--- src/rtl/core/tcce_pkg.sv ---
// Shared types and constants for the text console cursor engine.
// Used by tcce_ctrl, tcce_dpath and text_console_cursor_engine_unit.
package tcce_pkg;

  localparam int SCREEN_WIDTH  = 80;
  localparam int SCREEN_HEIGHT = 25;
  localparam int TAB_WIDTH     = 8;
  localparam int CELLS         = SCREEN_WIDTH * SCREEN_HEIGHT;
  localparam int ADDR_W        = $clog2(CELLS);
  localparam int ROW_W         = 5;
  localparam int COL_W         = 7;

  localparam int MOD_SHIFT = 10;
  localparam int ROW_RECIP = (1 << MOD_SHIFT) / SCREEN_HEIGHT;
  localparam int COL_RECIP = (1 << MOD_SHIFT) / SCREEN_WIDTH;

  localparam logic [7:0] CH_CR  = 8'h0D;
  localparam logic [7:0] CH_LF  = 8'h0A;
  localparam logic [7:0] CH_TAB = 8'h09;

  localparam int CFG_IDX_W = 3;
  localparam logic [CFG_IDX_W-1:0] CFG_ESCAPE  = 3'd0;
  localparam logic [CFG_IDX_W-1:0] CFG_CLEAR   = 3'd1;
  localparam logic [CFG_IDX_W-1:0] CFG_COLOR   = 3'd2;
  localparam logic [CFG_IDX_W-1:0] CFG_SET_ROW = 3'd3;
  localparam logic [CFG_IDX_W-1:0] CFG_SET_COL = 3'd4;

  localparam logic [7:0] ESCAPE_RESET  = 8'd27;
  localparam logic [7:0] CLEAR_RESET   = 8'd99;
  localparam logic [7:0] COLOR_RESET   = 8'd109;
  localparam logic [7:0] SET_ROW_RESET = 8'd121;
  localparam logic [7:0] SET_COL_RESET = 8'd120;
  localparam logic [7:0] ATTR_RESET    = 8'h0F;

  typedef struct packed {
    logic             req_type;
    logic [7:0]       byte_in;
    logic             end_of_string;
    logic [ROW_W-1:0] read_row;
    logic [COL_W-1:0] read_col;
  } in_word_t;

  typedef struct packed {
    logic [7:0]       cell_char;
    logic [7:0]       cell_attr;
    logic [ROW_W-1:0] cursor_row;
    logic [COL_W-1:0] cursor_col;
    logic             printed;
    logic [15:0]      printed_total;
  } out_word_t;

  typedef enum logic [4:0] {
    PS_IDLE  = 5'b00001,
    PS_ESC   = 5'b00010,
    PS_COLOR = 5'b00100,
    PS_ROW   = 5'b01000,
    PS_COL   = 5'b10000
  } parse_t;

  typedef struct packed {
    logic take;
    logic exec;
    logic read_capture;
    logic fill_step;
    logic out_load;
  } ctrl_cmd_t;

  typedef struct packed {
    logic is_read;
    logic do_clear;
    logic do_scroll;
    logic fill_done;
    logic out_free;
  } dp_stat_t;

endpackage

--- src/rtl/core/tcce_ctrl.sv ---
// Sequencer for the console engine: accept, execute, fill, read and output steps.
// Depends on tcce_pkg; drives tcce_dpath through ctrl_cmd_t.
module tcce_ctrl import tcce_pkg::*; (
  input  logic      clk,
  input  logic      rst,
  input  logic      in_valid,
  output logic      in_ready,
  input  dp_stat_t  stat,
  output ctrl_cmd_t cmd
);

  typedef enum logic [5:0] {
    ST_INIT = 6'b000001,
    ST_IDLE = 6'b000010,
    ST_EXEC = 6'b000100,
    ST_FILL = 6'b001000,
    ST_READ = 6'b010000,
    ST_OUT  = 6'b100000
  } state_t;

  state_t state, state_next;

  always_ff @(posedge clk) begin
    if (rst) begin
      state <= ST_INIT;
    end else begin
      state <= state_next;
    end
  end

  assign in_ready = (state == ST_IDLE);

  always_comb begin
    state_next       = state;
    cmd              = '0;
    case (state)
      ST_INIT: begin
        cmd.fill_step = 1'b1;
        if (stat.fill_done) begin
          state_next = ST_IDLE;
        end
      end
      ST_IDLE: begin
        if (in_valid) begin
          cmd.take   = 1'b1;
          state_next = ST_EXEC;
        end
      end
      ST_EXEC: begin
        cmd.exec = 1'b1;
        if (stat.is_read) begin
          state_next = ST_READ;
        end else if (stat.do_clear || stat.do_scroll) begin
          state_next = ST_FILL;
        end else begin
          state_next = ST_OUT;
        end
      end
      ST_FILL: begin
        cmd.fill_step = 1'b1;
        if (stat.fill_done) begin
          state_next = ST_OUT;
        end
      end
      ST_READ: begin
        cmd.read_capture = 1'b1;
        state_next       = ST_OUT;
      end
      ST_OUT: begin
        if (stat.out_free) begin
          cmd.out_load = 1'b1;
          state_next   = ST_IDLE;
        end
      end
      default: begin
        state_next = ST_INIT;
      end
    endcase
  end

endmodule

--- config.mk ---
export PLATFORM = sky130hd
export DESIGN_NAME = tcce_ctrl
export DESIGN_NICKNAME = d
export VERILOG_FILES = /design/src/rtl/core/tcce_pkg.sv /design/src/rtl/core/tcce_ctrl.sv
export SDC_FILE = /design/constraint.sdc
export NUM_CORES = 1
export LEC_CHECK = 0
export BUFFER_PORTS_ARGS = -buffer_cell sky130_fd_sc_hd__buf_2
export CAP_MARGIN = 20
export CORE_AREA = 4 4 41 43
export DETAILED_ROUTE_END_ITERATION = 7
export DIE_AREA = 0 0 45 47
export GPL_TIMING_DRIVEN = 0
export RECOVER_POWER = 50
export SYNTH_ARGS = -nofsm -noshare
export SYNTH_HDL_FRONTEND = slang
export SYNTH_SLANG_ARGS = --single-unit
--- constraint.sdc ---
create_clock -name clk -period 1.6 [get_ports clk]
set_input_delay 0.24 -clock clk [delete_from_list [all_inputs] [get_ports clk]]
set_output_delay 0.24 -clock clk [all_outputs]
set_load 0.05 [all_outputs]
# Word level (Yosys, flattened, before mapping)
# Index checks and enable logic that the tools add are counted.
op_classes:
  reduce_logical: 3
  eq_ne: 10
  muxes: 14
ops:
  columns: ["operator", "n"]
  rows:
  - ["6-bit two-way mux", 6]
  - ["6-bit case mux with 6 select lines", 1]
  - ["2-bit != test (second input constant)", 4]
  - ["1-bit two-way mux", 7]
  - ["6-bit by 1-bit equality test with 1-bit output (second input constant)", 1]
  - ["6-bit by 2-bit equality test with 1-bit output (second input constant)", 1]
  - ["6-bit by 3-bit equality test with 1-bit output (second input constant)", 1]
  - ["6-bit by 4-bit equality test with 1-bit output (second input constant)", 1]
  - ["6-bit by 5-bit equality test with 1-bit output (second input constant)", 1]
  - ["6-bit equality test (second input constant)", 1]
  - ["4-bit AND reduction", 1]
  - ["2-bit OR reduction", 1]
  - ["1-bit logical OR", 1]
word_totals:
  wordCells: 28
  out_inout_bits: 6
  register_bits: 6
  inputBits: 8

# Depth between registers and ports, before layout
# Gate-level depths: netlist (run 1).
logic_depth:
  depth_word: 4
  mapped_depth: 6
  depth_no_buf: 4

# Least setup slack after synthesis (run 1)
# Ideal clock, no wire load.
synth_path:
  kind: "flip-flop to output port"
  startpoint: "register state[3]"
  endpoint: "output port cmd[4] (netlist bit)"
  t_required_ns: 1.360
  path_stages_with_launch: 6
  n_path_buf: 2
  arrival_time_ns: 2.269
  slack_ns: -0.909
  cell_sequence: "dfxtp_1 buf_6 or4_4 buf_6 nor2_1 and2_1"
synth_lines:
  columns: ["item", "line", "text"]
  rows:
  - ["start: declaration", "tcce_ctrl.sv:21", "state_t state, state_next;"]
  - ["start signal: assignment", "tcce_ctrl.sv:27", "state <= state_next;"]
  - ["end: declaration", "tcce_ctrl.sv:9", "output ctrl_cmd_t cmd"]

==> metrics.md, run 1 <==
| Metric | Value |
|---|---|
| Final ANT Viol Nets | `0` |
| Sw frac | `roughly 41%` |
| Hold WC Path Type | `input pin to flip-flop` |
| Clk sinks | `6` |
| DRC viols | `0` |
| Largest net degree at the start of global routing | `9` |
| H-Tree Depth | `1` |
| FP Rows | `13` |
| Top-count cell post-synth | `nor3_1` |
| Critical Path RT | `around 1.4 ns` |
| Final setup fails | `12` |
| CTS tree | `done` |
| Worst rel slew slack | `75.0%` |
| Synth Area in XOR/XNOR | `between 5 and 6%` |
| CP cell instances | `or4_4 -> nor2_4 -> and2_4 -> buf_8` |
| Synth Area in Simple Gates | `between 40% and 50%` |
| DIE AREA | `about 2100 um2` |
| Compound-gate portion of the synthesized area | `~13%` |
| Clk_skew | `approximately 0.0011 ns` |
| CP Data Arrival Time | `1.56 ns` |
| Mapped Area | `~450 um2` |
| Mux contribution to synthesized area | `0%` |
| Main combinational cell family by area after synthesis | `simple AND/OR/NAND/NOR gates` |
| Clock Power Share | `16.2%` |
| Fmax | `557 MHz` |
| CTS buffer count | `3` |
| Slack of the critical path | `-0.196 ns` |
| Pwr per Cell Area | `between 900 and 1000 nW/um2` |
| Number of synthesized flops with an enable pin | `0` |
| Number of max-cap violations | `0` |
| Syn Nets | `63` |
| Seq/Total Area, Yosys | `between 20% and 30%` |
| Area leader, netlist | `dfxtp_1` |
| Worst R2R End | `state[5]` |
| Hold buffer count at CTS | `0` |
| Die Ht | `around 47 um` |
| #FFs+latches synth | `6` |
| Syn_area_per_cell | `between 8 and 9 um2` |
| Share of the synthesized area in the top cell type | `26.7%` |
| Worst R2R Start | `state[5]` |
| IO Pins | `14` |
| Max reg flops | `6` |
| Worst VDD drop | `a little under 600 uV` |
| Switching pwr | `0.327 mW` |
| Adder-Cell Fraction of Synth Area | `0%` |
| Post-DP Area | `599 um2` |
| Top cells by count, synth | `nor3_1 (7), dfxtp_1 (6), nor2_1 (4), nor4_1 (4)` |
| Delay of the slowest cell on the worst path | `roughly 0.60 ns` |
| Reg2Reg Depth | `5` |
| Cells after synthesis | `55` |
| Top cells by area, synth | `dfxtp_1 (27%), nor3_1 (7.8%), or2b_2 (5.8%), nor4_1 (5.6%), buf_6 (5.0%)` |
| Number of global-route vias before repair | `approximately 530` |
| Syn-to-layout area delta | `86.1%` |
| Dpl hpwl | `839 um` |
| Status | `finished with violations` |
| Distinct cells, synth | `29` |
| DRT Pass-1 Iters | `4` |
| WHS Path Cells | `3` |
| Most flops, register | `state` |
| Core Box Area | `1300 um2` |
| Final hold vios | `0` |
| DRT iter0 DRCs | `12` |
| Gp weighted congestion | `0.776` |
| Failing checks | `negative setup slack` |
| Leakage power | `around 0.34 nW` |
| RSZ-0062 raised after global routing | `true` |
| Nets@finish | `just over 90` |
| First-pass GRT wire length | `approximately 2200 um` |
| Layout fillers | `approximately 100` |
| Crit path max fanout | `5` |
| FFs w/ async S/R, synth | `0%` |
| Initial core utilization | `~35%` |
| Critical path class | `flip-flop to output port` |
| Initial antenna violation count | `0` |
| Crit share post-route | `112%` |
| GRT Overall Usage | `between 10% and 20%` |
| Via count | `536` |
| Hold EP | `state[4]` |
| Crit path time final | `between 1.5 and 2 ns` |
| N_diodes | `0` |
| Sequential power share | `approximately a quarter` |
| WHS | `around 0.29 ns` |
| Slowest CP cell | `or4_4` |
| Max Slew Vio Count | `0` |
| Reg2Reg Setup Slack | `-0.16 ns` |
| Top FF cell, synth | `dfxtp_1` |
| Comb power frac | `57.5%` |
| CP endpoint kind | `output port` |
| Port bufs | `13` |
| Worst skew pair latency | `~0.23 ns` |
| Crit start category | `flip-flop` |
| Clk pin slew, worst setup/hold paths | `roughly 0.040 ns` |
| Clk buf depth | `2` |
| Finished Cell Area | `roughly 840 um2` |
| Die W | `approximately 45 um` |
| DRT Wirelength | `approximately 1400 um` |
| CTS Root Cell | `clkbuf_4` |
| Worst Tran Pin Value | `between 0.3 and 0.4 ns` |
| Synth warnings | `0` |
| Worst Min Path Start | `stat[4]` |
| Layout cells sized above 1 | `about three quarters` |
| GRT overflow | `0` |
| P_int | `0.473 mW` |
| Top Registers | `state: 6 flops` |
| Tot Pwr | `around 0.8 mW` |
| Setup TNS | `-1.23 ns` |
| Via density | `approximately 5.6` |
| Routed wire per std cell | `14.8 um` |
[what timing repair did]
item	in CTS	in global routing
gates resized for setup	29	10
endpoints found under the setup margin	11	12
endpoints found under the hold margin	0	0
setup buffers	7	5
cloned	0	0
pin swaps	12	7
[cells in the final DEF, fill, tap and decap left out]
cell type	netlist	routed
o21ai_0	1	1
xnor2_1	2	1
xor2_1	1	1
or2b_2	3	2
a21oi_1	2	1
or3b_2	1	1
nor2_4	0	3
or2_2	1	1
inv_1	3	3
a21oi_2	0	1
buf_8	0	2
or4_4	1	3
dfxtp_4	0	3
o2111a_1	1	1
xnor2_2	0	1
nor2_1	4	1
clkbuf_4	0	3
nor3_2	0	3
and2_4	0	1
nand2_1	1	1
buf_4	0	7
dfxtp_2	0	3
buf_6	2	8
nor4_4	0	2
nor3_4	0	1
nor4b_4	0	1
or3_2	2	1
o2111ai_2	0	1
a31oi_1	1	1
or3_4	1	4
nor4_1	4	2
buf_2	0	8
o21ba_1	1	1
nand4_1	1	1
o22ai_1	1	1
nand3_2	0	1
nor3_1	7	3
or2b_4	0	1
[metrics by stage]
step	setup WS (ns)	std cells	util, %
after floorplan	-0.249	55	-
after global placement	-0.221	83	46.1
after detailed placement	-0.239	83	46.1
after CTS	-0.221	92	58.9
after global routing	-0.247	96	64.4
final	-0.196	96	64.4
[logic make-up (layout without fill, tap and decap cells)]
| kind of cell | Yosys count | in the layout |
|---|---|---|
| and+or+nand+nor | 33 | 33 |
| xor gates and xnor gates | 3 | 3 |
| AOI/OAI and AO/OA | 8 | 8 |
| buffers and inverters | 5 | 31 |
| DFF | 6 | 6 |
[per-layer routing]
| layer | vias to the layer above | global-route usage [%] | routed length, um |
|---|---|---|---|
| met4 | 0 | 7.60 | 19 |
| met3 | 2 | 1.53 | 41 |
| met5 | - | 0 | 0 |
| met2 | 9 | 22.0 | 693 |
| met1 | 261 | 18.5 | 665 |
| li1 | 264 | - | - |
[critical path, delay by kind of cell, from the launching register on]
family / cells / cell delay (ns)
buffers and inverters: 1 / 0.13
and+or+nand+nor: 3 / 0.84
DFF: 1 / 0.35
[power groups by stage]
stage                     registers, mW  clock network (mW)  logic [mW]
after floorplan                   0.194                   0       0.299
after global placement            0.205                   0       0.349
after detailed placement          0.204                   0       0.350
after CTS                         0.207               0.138       0.424
after global routing              0.212               0.139       0.485
final                             0.211               0.130       0.460
[cell type report]
type	instances	area [um2]	share of cell area, %
Multi-Input combinational cell	44	438	52.2
Timing Repair Buffer	25	213	25.4
Sequential cell	6	135	16.1
Clock buffer	3	22.5	2.69
Tap cell	15	18.8	2.24
Inverter	3	11.3	1.34
[worst max-delay path by stage]
stage	from	endpoint	slack, ns	cells after the start
3_3_place_gp	state[3]	state[3]	-0.22	6
3_5_place_dp	state[3]	state[3]	-0.24	6
5_1_grt	state[5]	cmd[4]	-0.25	4
4_1_cts	state[3]	cmd[4]	-0.22	5
2_1_floorplan	state[3]	cmd[4]	-0.25	5
6_report	state[5]	cmd[4]	-0.20	4
No activity file was read; power rests on OpenSTA's default activity.
==> inputs of run 2 (changes only) <==
==> constraint.sdc (replaced) <==
create_clock -name clk -period 1.7 [get_ports clk]
set_input_delay 0.255 -clock clk [delete_from_list [all_inputs] [get_ports clk]]
set_output_delay 0.255 -clock clk [all_outputs]
set_load 0.05 [all_outputs]
==> run 2 against run 1 <==
Against the previous run: the run still ends with negative setup slack left; sequential share of layout area increased by 0.99 points; sequential power decreased by 6%; clock power about the same; final area decreased by 10%; clock-buffer cell count unchanged; hold slack got worse by 0.027 ns; wire length decreased by 3.4%; combinational power decreased by 8.7%; power decreased by 6.5%; critical path depth unchanged; core utilization decreased by 6.5 points; critical endpoint unchanged.
==> metrics.md, run 2 (synthesized netlist as in run 1, its figures left out) <==
| Metric | Value |
|---|---|
| Status | `finished with violations` |
| Failing checks | `negative setup slack` |
| Slowest CP cell | `or4_4` |
| CTS buffer count | `3 (unchanged)` |
| Routed wire per std cell | `15.2 um (+3.1%)` |
| CP Data Arrival Time | `1.58 ns (+0.02 ns)` |
| DRC viols | `0 (unchanged)` |
| RSZ-0062 raised after global routing | `true` |
| Setup TNS | `-0.523 ns (+0.702 ns)` |
| Nets@finish | `85 (-6.6%)` |
| DRT Wirelength | `1370 um (-3.4%)` |
| Hold WC Path Type | `input pin to flip-flop` |
| Clk_skew | `0.00324 ns (+0.00212 ns)` |
| Worst R2R End | `state[3]` |
| CTS Root Cell | `clkbuf_4` |
| Reg2Reg Setup Slack | `-0.10 ns (+0.06 ns)` |
| DRT iter0 DRCs | `12 (unchanged)` |
| WP depth | `4 (unchanged)` |
| Die W | `45 um (unchanged)` |
| Gp weighted congestion | `0.777 (+0.17%)` |
| Via density | `5.77 (+3.3%)` |
| Worst rel slew slack | `76.0% (+1.0 points)` |
| N_diodes | `0 (unchanged)` |
| Final setup fails | `8 (-4)` |
| GRT Overall Usage | `13.1% (-0.80 points)` |
| Leakage power | `0.299 nW (-12%)` |
| Layout cells sized above 1 | `68.0% (-8.5 points)` |
| CP Capture Point | `cmd[4]` |
| DRT Pass-1 Iters | `4 (unchanged)` |
| H-Tree Depth | `1 (unchanged)` |
| Crit start category | `flip-flop` |
| Worst Tran Pin Value | `0.357 ns (-0.0154 ns)` |
| DP Worst Slack | `-0.125 ns (+0.114 ns)` |
| GRT overflow | `0 (unchanged)` |
| Reg2Reg Depth | `5 (unchanged)` |
| CP endpoint kind | `output port` |
| Crit path from | `state[5]` |
| Critical path class | `flip-flop to output port` |
| DIE AREA | `2120 um2 (unchanged)` |
| Crit share post-route | `108%` |
| IO Pins | `14 (unchanged)` |
| Max Slew Vio Count | `0 (unchanged)` |
| Most frequent cells in the layout | `buf_2 (7), nor3_1 (6)` |
| Core Box Area | `1300 um2 (unchanged)` |
| Delay-heaviest family, CP | `simple AND/OR/NAND/NOR gates` |
| Initial antenna violation count | `0 (unchanged)` |
| Multi-input logic area | `402 um2 (-8.3%)` |
| Hold buffer count at CTS | `0 (unchanged)` |
| Final hold vios | `0 (unchanged)` |
| CP cell instances | `or4_4 -> nor2_4 -> and2_4 -> buf_8` |
| Clk buf depth | `2 (unchanged)` |
| Clk pin slew, worst setup/hold paths | `0.05 ns (about the same)` |
| FP Rows | `13 (unchanged)` |
| WP buf/inv | `1 (unchanged)` |
| Pwr per Cell Area | `993 nW/um2 (+4.1%)` |
| Critical Path RT | `1.44 ns (+0.08 ns)` |
| Delay of the slowest cell on the worst path | `0.59 ns (about the same)` |
| Worst skew pair latency | `0.24 ns (about the same)` |
| Slack of the critical path | `-0.133 ns (+0.0633 ns)` |
| Sequential standard cell area | `129 um2 (-4.6%)` |
| Max reg flops | `6 (unchanged)` |
| Initial core utilization | `34.6% (unchanged)` |
| Fmax | `~550 MHz` |
| Final ANT Viol Nets | `0 (unchanged)` |
| Dpl hpwl | `843 um (+0.56%)` |
| Most flops, register | `state` |
| Number of max-cap violations | `0 (unchanged)` |
| Crit path time final | `around 1.8 ns` |
| Largest net degree at the start of global routing | `9 (unchanged)` |
| Top Registers | `state: 6 flops` |
| Number of global-route vias before repair | `468 (-11%)` |
| Worst VDD drop | `606 uV (+2.5%)` |
| Worst R2R Start | `state[5]` |
| Layout fillers | `119 (+14%)` |
| Via count | `519 (-3.2%)` |
| Port bufs | `13 (unchanged)` |
| Clk sinks | `6 (unchanged)` |
| First-pass GRT wire length | `2040 um (-6.9%)` |
| CTS tree | `done` |
| Syn-to-layout area delta | `67.2%` |
| Commonest non-fill, non-tap cell in the layout | `buf_2` |
| Die Ht | `47 um (unchanged)` |
| Crit path max fanout | `5 (unchanged)` |
run 2: cell count changes in the layout (fill, tap and decap cells not counted), sizes merged:
cell / previous run / this run
buf: 25 / 19
run 2: layout make-up:
class	instances	share of cell area (%)
sequential	6	17.1
clock buffer	3	2.99
multi-input combinational	44	53.3
tap	15	2.49
inverter	3	1.50
timing repair buffer	19	22.6
run 2: per-stage QoR:
| stage | power [mW] | instance area, um2 | utilization, % | cells | hold slack (ns) |
|---|---|---|---|---|---|
| 6_report | 0.748 | 753 | 57.9 | 90 | 0.264 |
| 5_1_grt | 0.794 | 753 | 57.9 | 90 | 0.256 |
| 4_1_cts | 0.664 | 669 | 51.4 | 88 | 0.257 |
| 3_5_place_dp | 0.510 | 579 | 44.5 | 83 | 0.519 |
| 3_3_place_gp | 0.509 | 579 | 44.5 | 83 | 0.526 |
| 2_1_floorplan | 0.450 | 495 | - | 55 | 0.324 |
run 2: where the power goes:
| group | switching (mW) | leakage (nW) | internal, mW |
|---|---|---|---|
| Sequential | 0.0381 | 0.0508 | 0.160 |
| Clock | 0.0495 | 0.0138 | 0.0797 |
| Combinational | 0.221 | 0.235 | 0.200 |
run 2: worst min-delay path by stage:
stage          startpoint        to  cells after the start
4_1_cts           stat[4]  state[4]                      3
2_1_floorplan         rst  state[1]                      1
6_report              rst  state[1]                      2
3_3_place_gp      stat[4]  state[4]                      3
3_5_place_dp          rst  state[1]                      2
5_1_grt               rst  state[1]                      2
run 2: layer usage:
metal / track usage, % / vias to the layer above / share of wire, %
met1: 16.9 / 250 / 43
met4: 5.26 / 0 / 0.15
met5: 0 / - / 0
met3: 2.68 / 2 / 3.6
met2: 21.5 / 16 / 53
li1: - / 251 / -
run 2: repair_timing:
action                                  CTS  global route
endpoints found under the hold margin     0             0
endpoints found under the setup margin   11            11
pin swaps                                 1            11
resized for setup                        18            18
buffers inserted                          3             3
==> inputs of run 3 (changes only) <==
--- a/config.mk
+++ b/config.mk
@@ -7,9 +7,9 @@
 export LEC_CHECK = 0
 export BUFFER_PORTS_ARGS = -buffer_cell sky130_fd_sc_hd__buf_2
 export CAP_MARGIN = 20
-export CORE_AREA = 4 4 41 43
+export CORE_AREA = 2 2 39 41
 export DETAILED_ROUTE_END_ITERATION = 7
-export DIE_AREA = 0 0 45 47
+export DIE_AREA = 0 0 41 43
 export GPL_TIMING_DRIVEN = 0
 export RECOVER_POWER = 50
 export SYNTH_ARGS = -nofsm -noshare
==> run 3 against run 2 <==
Against the previous run: the flow still finishes with violations (negative setup slack); core utilization shrank 2.5 points; hold slack gained 0.023 ns; sequential cell count is the same; die area shrank 17%; via count shrank 3.3%; critical path depth is the same; sequential power shrank 3%; worst setup slack gained 0.025 ns; sequential share of layout area grew 0.18 points; final area grew 1.8%; non-clock buffer count grew 2; fmax grew 1.4%; largest cell class unchanged; highest routed layer is now met3.
==> metrics.md, run 3 (synthesized netlist as in run 1, its figures left out) <==
| Metric | Value |
|---|---|
| Worst VDD drop | `530 uV (-13%)` |
| Layout cells sized above 1 | `67.5% (-0.47 points)` |
| Top Registers | `state: 6 flops` |
| H-Tree Depth | `1 (unchanged)` |
| Die W | `41 um (-8.9%)` |
| Port bufs | `13 (unchanged)` |
| Critical path class | `flip-flop to output port` |
| Switching pwr | `0.298 mW (-3.4%)` |
| Gp weighted congestion | `0.735 (-5.5%)` |
| Failing checks | `negative setup slack` |
| Layout fillers | `120 (+0.84%)` |
| Leakage power | `0.310 nW (+3.6%)` |
| DRT iter0 DRCs | `10 (-2)` |
| Clk buf depth | `2 (unchanged)` |
| Sequential power share | `26.3% (-0.2 points)` |
| Syn-to-layout area delta | `70.3%` |
| Status | `finished with violations` |
| P_int | `0.442 mW (+0.42%)` |
| DIE AREA | `1760 um2 (-17%)` |
| Hold WC Path Type | `input pin to flip-flop` |
| Pwr per Cell Area | `964 nW/um2 (-2.9%)` |
| Crit start category | `flip-flop` |
| Worst rel slew slack | `75.4% (-0.59 points)` |
| Nets@finish | `87 (+2.4%)` |
| DRT Wirelength | `1270 um (-7.4%)` |
| RSZ-0062 raised after global routing | `true` |
| Clock Power Share | `16.6% (-0.7 points)` |
| Clk_skew | `0.000540 ns (-0.00270 ns)` |
| Slack of the critical path | `-0.108 ns (+0.0250 ns)` |
| FP Rows | `14 (+1)` |
| Die Ht | `43 um (-8.5%)` |
| Clk pin slew, worst setup/hold paths | `0.04 ns (about the same)` |
| Via count | `502 (-3.3%)` |
| Most frequent cells in the layout | `buf_2 (8), buf_4 (7), buf_6 (5)` |
| CTS tree | `done` |
| Initial antenna violation count | `0 (unchanged)` |
| DRT Pass-1 Iters | `4 (unchanged)` |
| Final setup fails | `5 (-3)` |
| Number of max-cap violations | `0 (unchanged)` |
| CP Data Arrival Time | `1.55 ns (-0.03 ns)` |
| Fmax | `553 MHz (+1.4%)` |
| Most flops, register | `state` |
| GRT overflow | `0 (unchanged)` |
| CTS Root Cell | `clkbuf_4` |
| Placed insts | `84 (+1.2%)` |
| Number of global-route vias before repair | `437 (-6.6%)` |
| Worst Tran Pin Value | `0.365 ns (+0.00816 ns)` |
| Multi-input logic area | `417 um2 (+3.7%)` |
| CTS buffer count | `3 (unchanged)` |
| Max Slew Vio Count | `0 (unchanged)` |
| Crit path time final | `1.81 ns (-0.0250 ns)` |
| GRT Overall Usage | `15.1% (+2.0 points)` |
| Core Box Area | `1380 um2 (+6.3%)` |
| Final hold vios | `0 (unchanged)` |
| Largest net degree at the start of global routing | `9 (unchanged)` |
| Comb power frac | `57.1% (+0.9 points)` |
| Reg2Reg Setup Slack | `-0.06 ns (+0.04 ns)` |
| Clk sinks | `6 (unchanged)` |
| Final Non-Filler Cells | `93 (+3.3%)` |
| Crit path max fanout | `4 (-1)` |
| DRC viols | `0 (unchanged)` |
| Sequential standard cell area | `133 um2 (+2.9%)` |
| IO Pins | `14 (unchanged)` |
| Worst skew pair latency | `0.23 ns (about the same)` |
| Sw frac | `40.3% (-0.93 points)` |
| Max reg flops | `6 (unchanged)` |
| N_diodes | `0 (unchanged)` |
| CP endpoint kind | `output port` |
| Crit share post-route | `106% (-1.5 points)` |
| Setup TNS | `-0.307 ns (+0.216 ns)` |
| Final ANT Viol Nets | `0 (unchanged)` |
| Dpl hpwl | `781 um (-7.4%)` |
| Critical Path RT | `1.44 ns (about the same)` |
| Commonest non-fill, non-tap cell in the layout | `buf_2` |
| Routed wire per std cell | `13.7 um (-10%)` |
| Via density | `5.40 (-6.4%)` |
| First-pass GRT wire length | `1860 um (-9.1%)` |
| DP Worst Slack | `-0.128 ns (-0.00317 ns)` |
| Initial core utilization | `32.5% (-2.1 points)` |
==> run 3: cell types whose count changed in the layout (fill, tap and decap cells not counted), moves of 2 or more <==
cell	previous run	this run
a21oi_1	0	2
buf_4	4	7
dfxtp_2	4	1
buf_8	4	1
dfxtp_4	1	3
a21oi_2	2	0
nor3_1	6	4
==> run 3: layout make-up <==
cell class / instances / share of cell area, %
Tap cell: 16 / 2.61
Inverter: 3 / 1.47
Clock buffer: 3 / 2.94
Sequential cell: 6 / 17.3
Multi-Input combinational cell: 44 / 54.3
Buffer: 1 / 1.47
Timing Repair Buffer: 20 / 19.9
==> run 3: path summary, 6_finish.rpt <==
check	from	to	depth (start not counted)
worst max-delay path	state[5]	cmd[4]	4
worst min-delay path	stat[4]	state[4]	3
worst max register to register	state[5]	state[3]	4
worst min register to register	state[1]	state[2]	2
==> run 3: per-layer routing <==
| metal | vias up | global-route usage (%) | part of all wire, % |
|---|---|---|---|
| met5 | - | 0 | 0 |
| met1 | 243 | 22.1 | 44 |
| met4 | 0 | 8.00 | 0 |
| met2 | 5 | 20.9 | 54 |
| li1 | 254 | - | - |
| met3 | 0 | 1.57 | 1.7 |
==> run 3: metrics by stage <==
step | util (%) | area [um2] | power (mW) | hold slack, ns
5_1_grt | 55.4 | 767 | 0.773 | 0.285
2_1_floorplan | - | 495 | 0.450 | 0.324
4_1_cts | 51.1 | 707 | 0.702 | 0.260
3_3_place_gp | 42.0 | 581 | 0.508 | 0.513
6_report | 55.4 | 767 | 0.740 | 0.287
3_5_place_dp | 42.0 | 581 | 0.505 | 0.515
==> run 3: critical path, cell delays in order, from the launching register on <==
cell and delay, ns:
dfxtp_4 0.35, or4_4 0.58, nor2_4 0.11, and2_4 0.14, buf_8 0.13
==> run 3: power by group through the flow <==
stage	Sequential (mW)	Clock, mW	Combinational (mW)
floorplan	0.182	0	0.268
global placement	0.194	0	0.314
detailed placement	0.192	0	0.314
CTS	0.188	0.130	0.384
global route	0.195	0.133	0.445
finish	0.194	0.123	0.422
==> run 3: what timing repair did <==
item,in CTS,in global routing
hold buffers,0,0
setup buffers,6,1
setup endpoints to repair,11,9
resized for setup,21,11
pin swaps,4,5
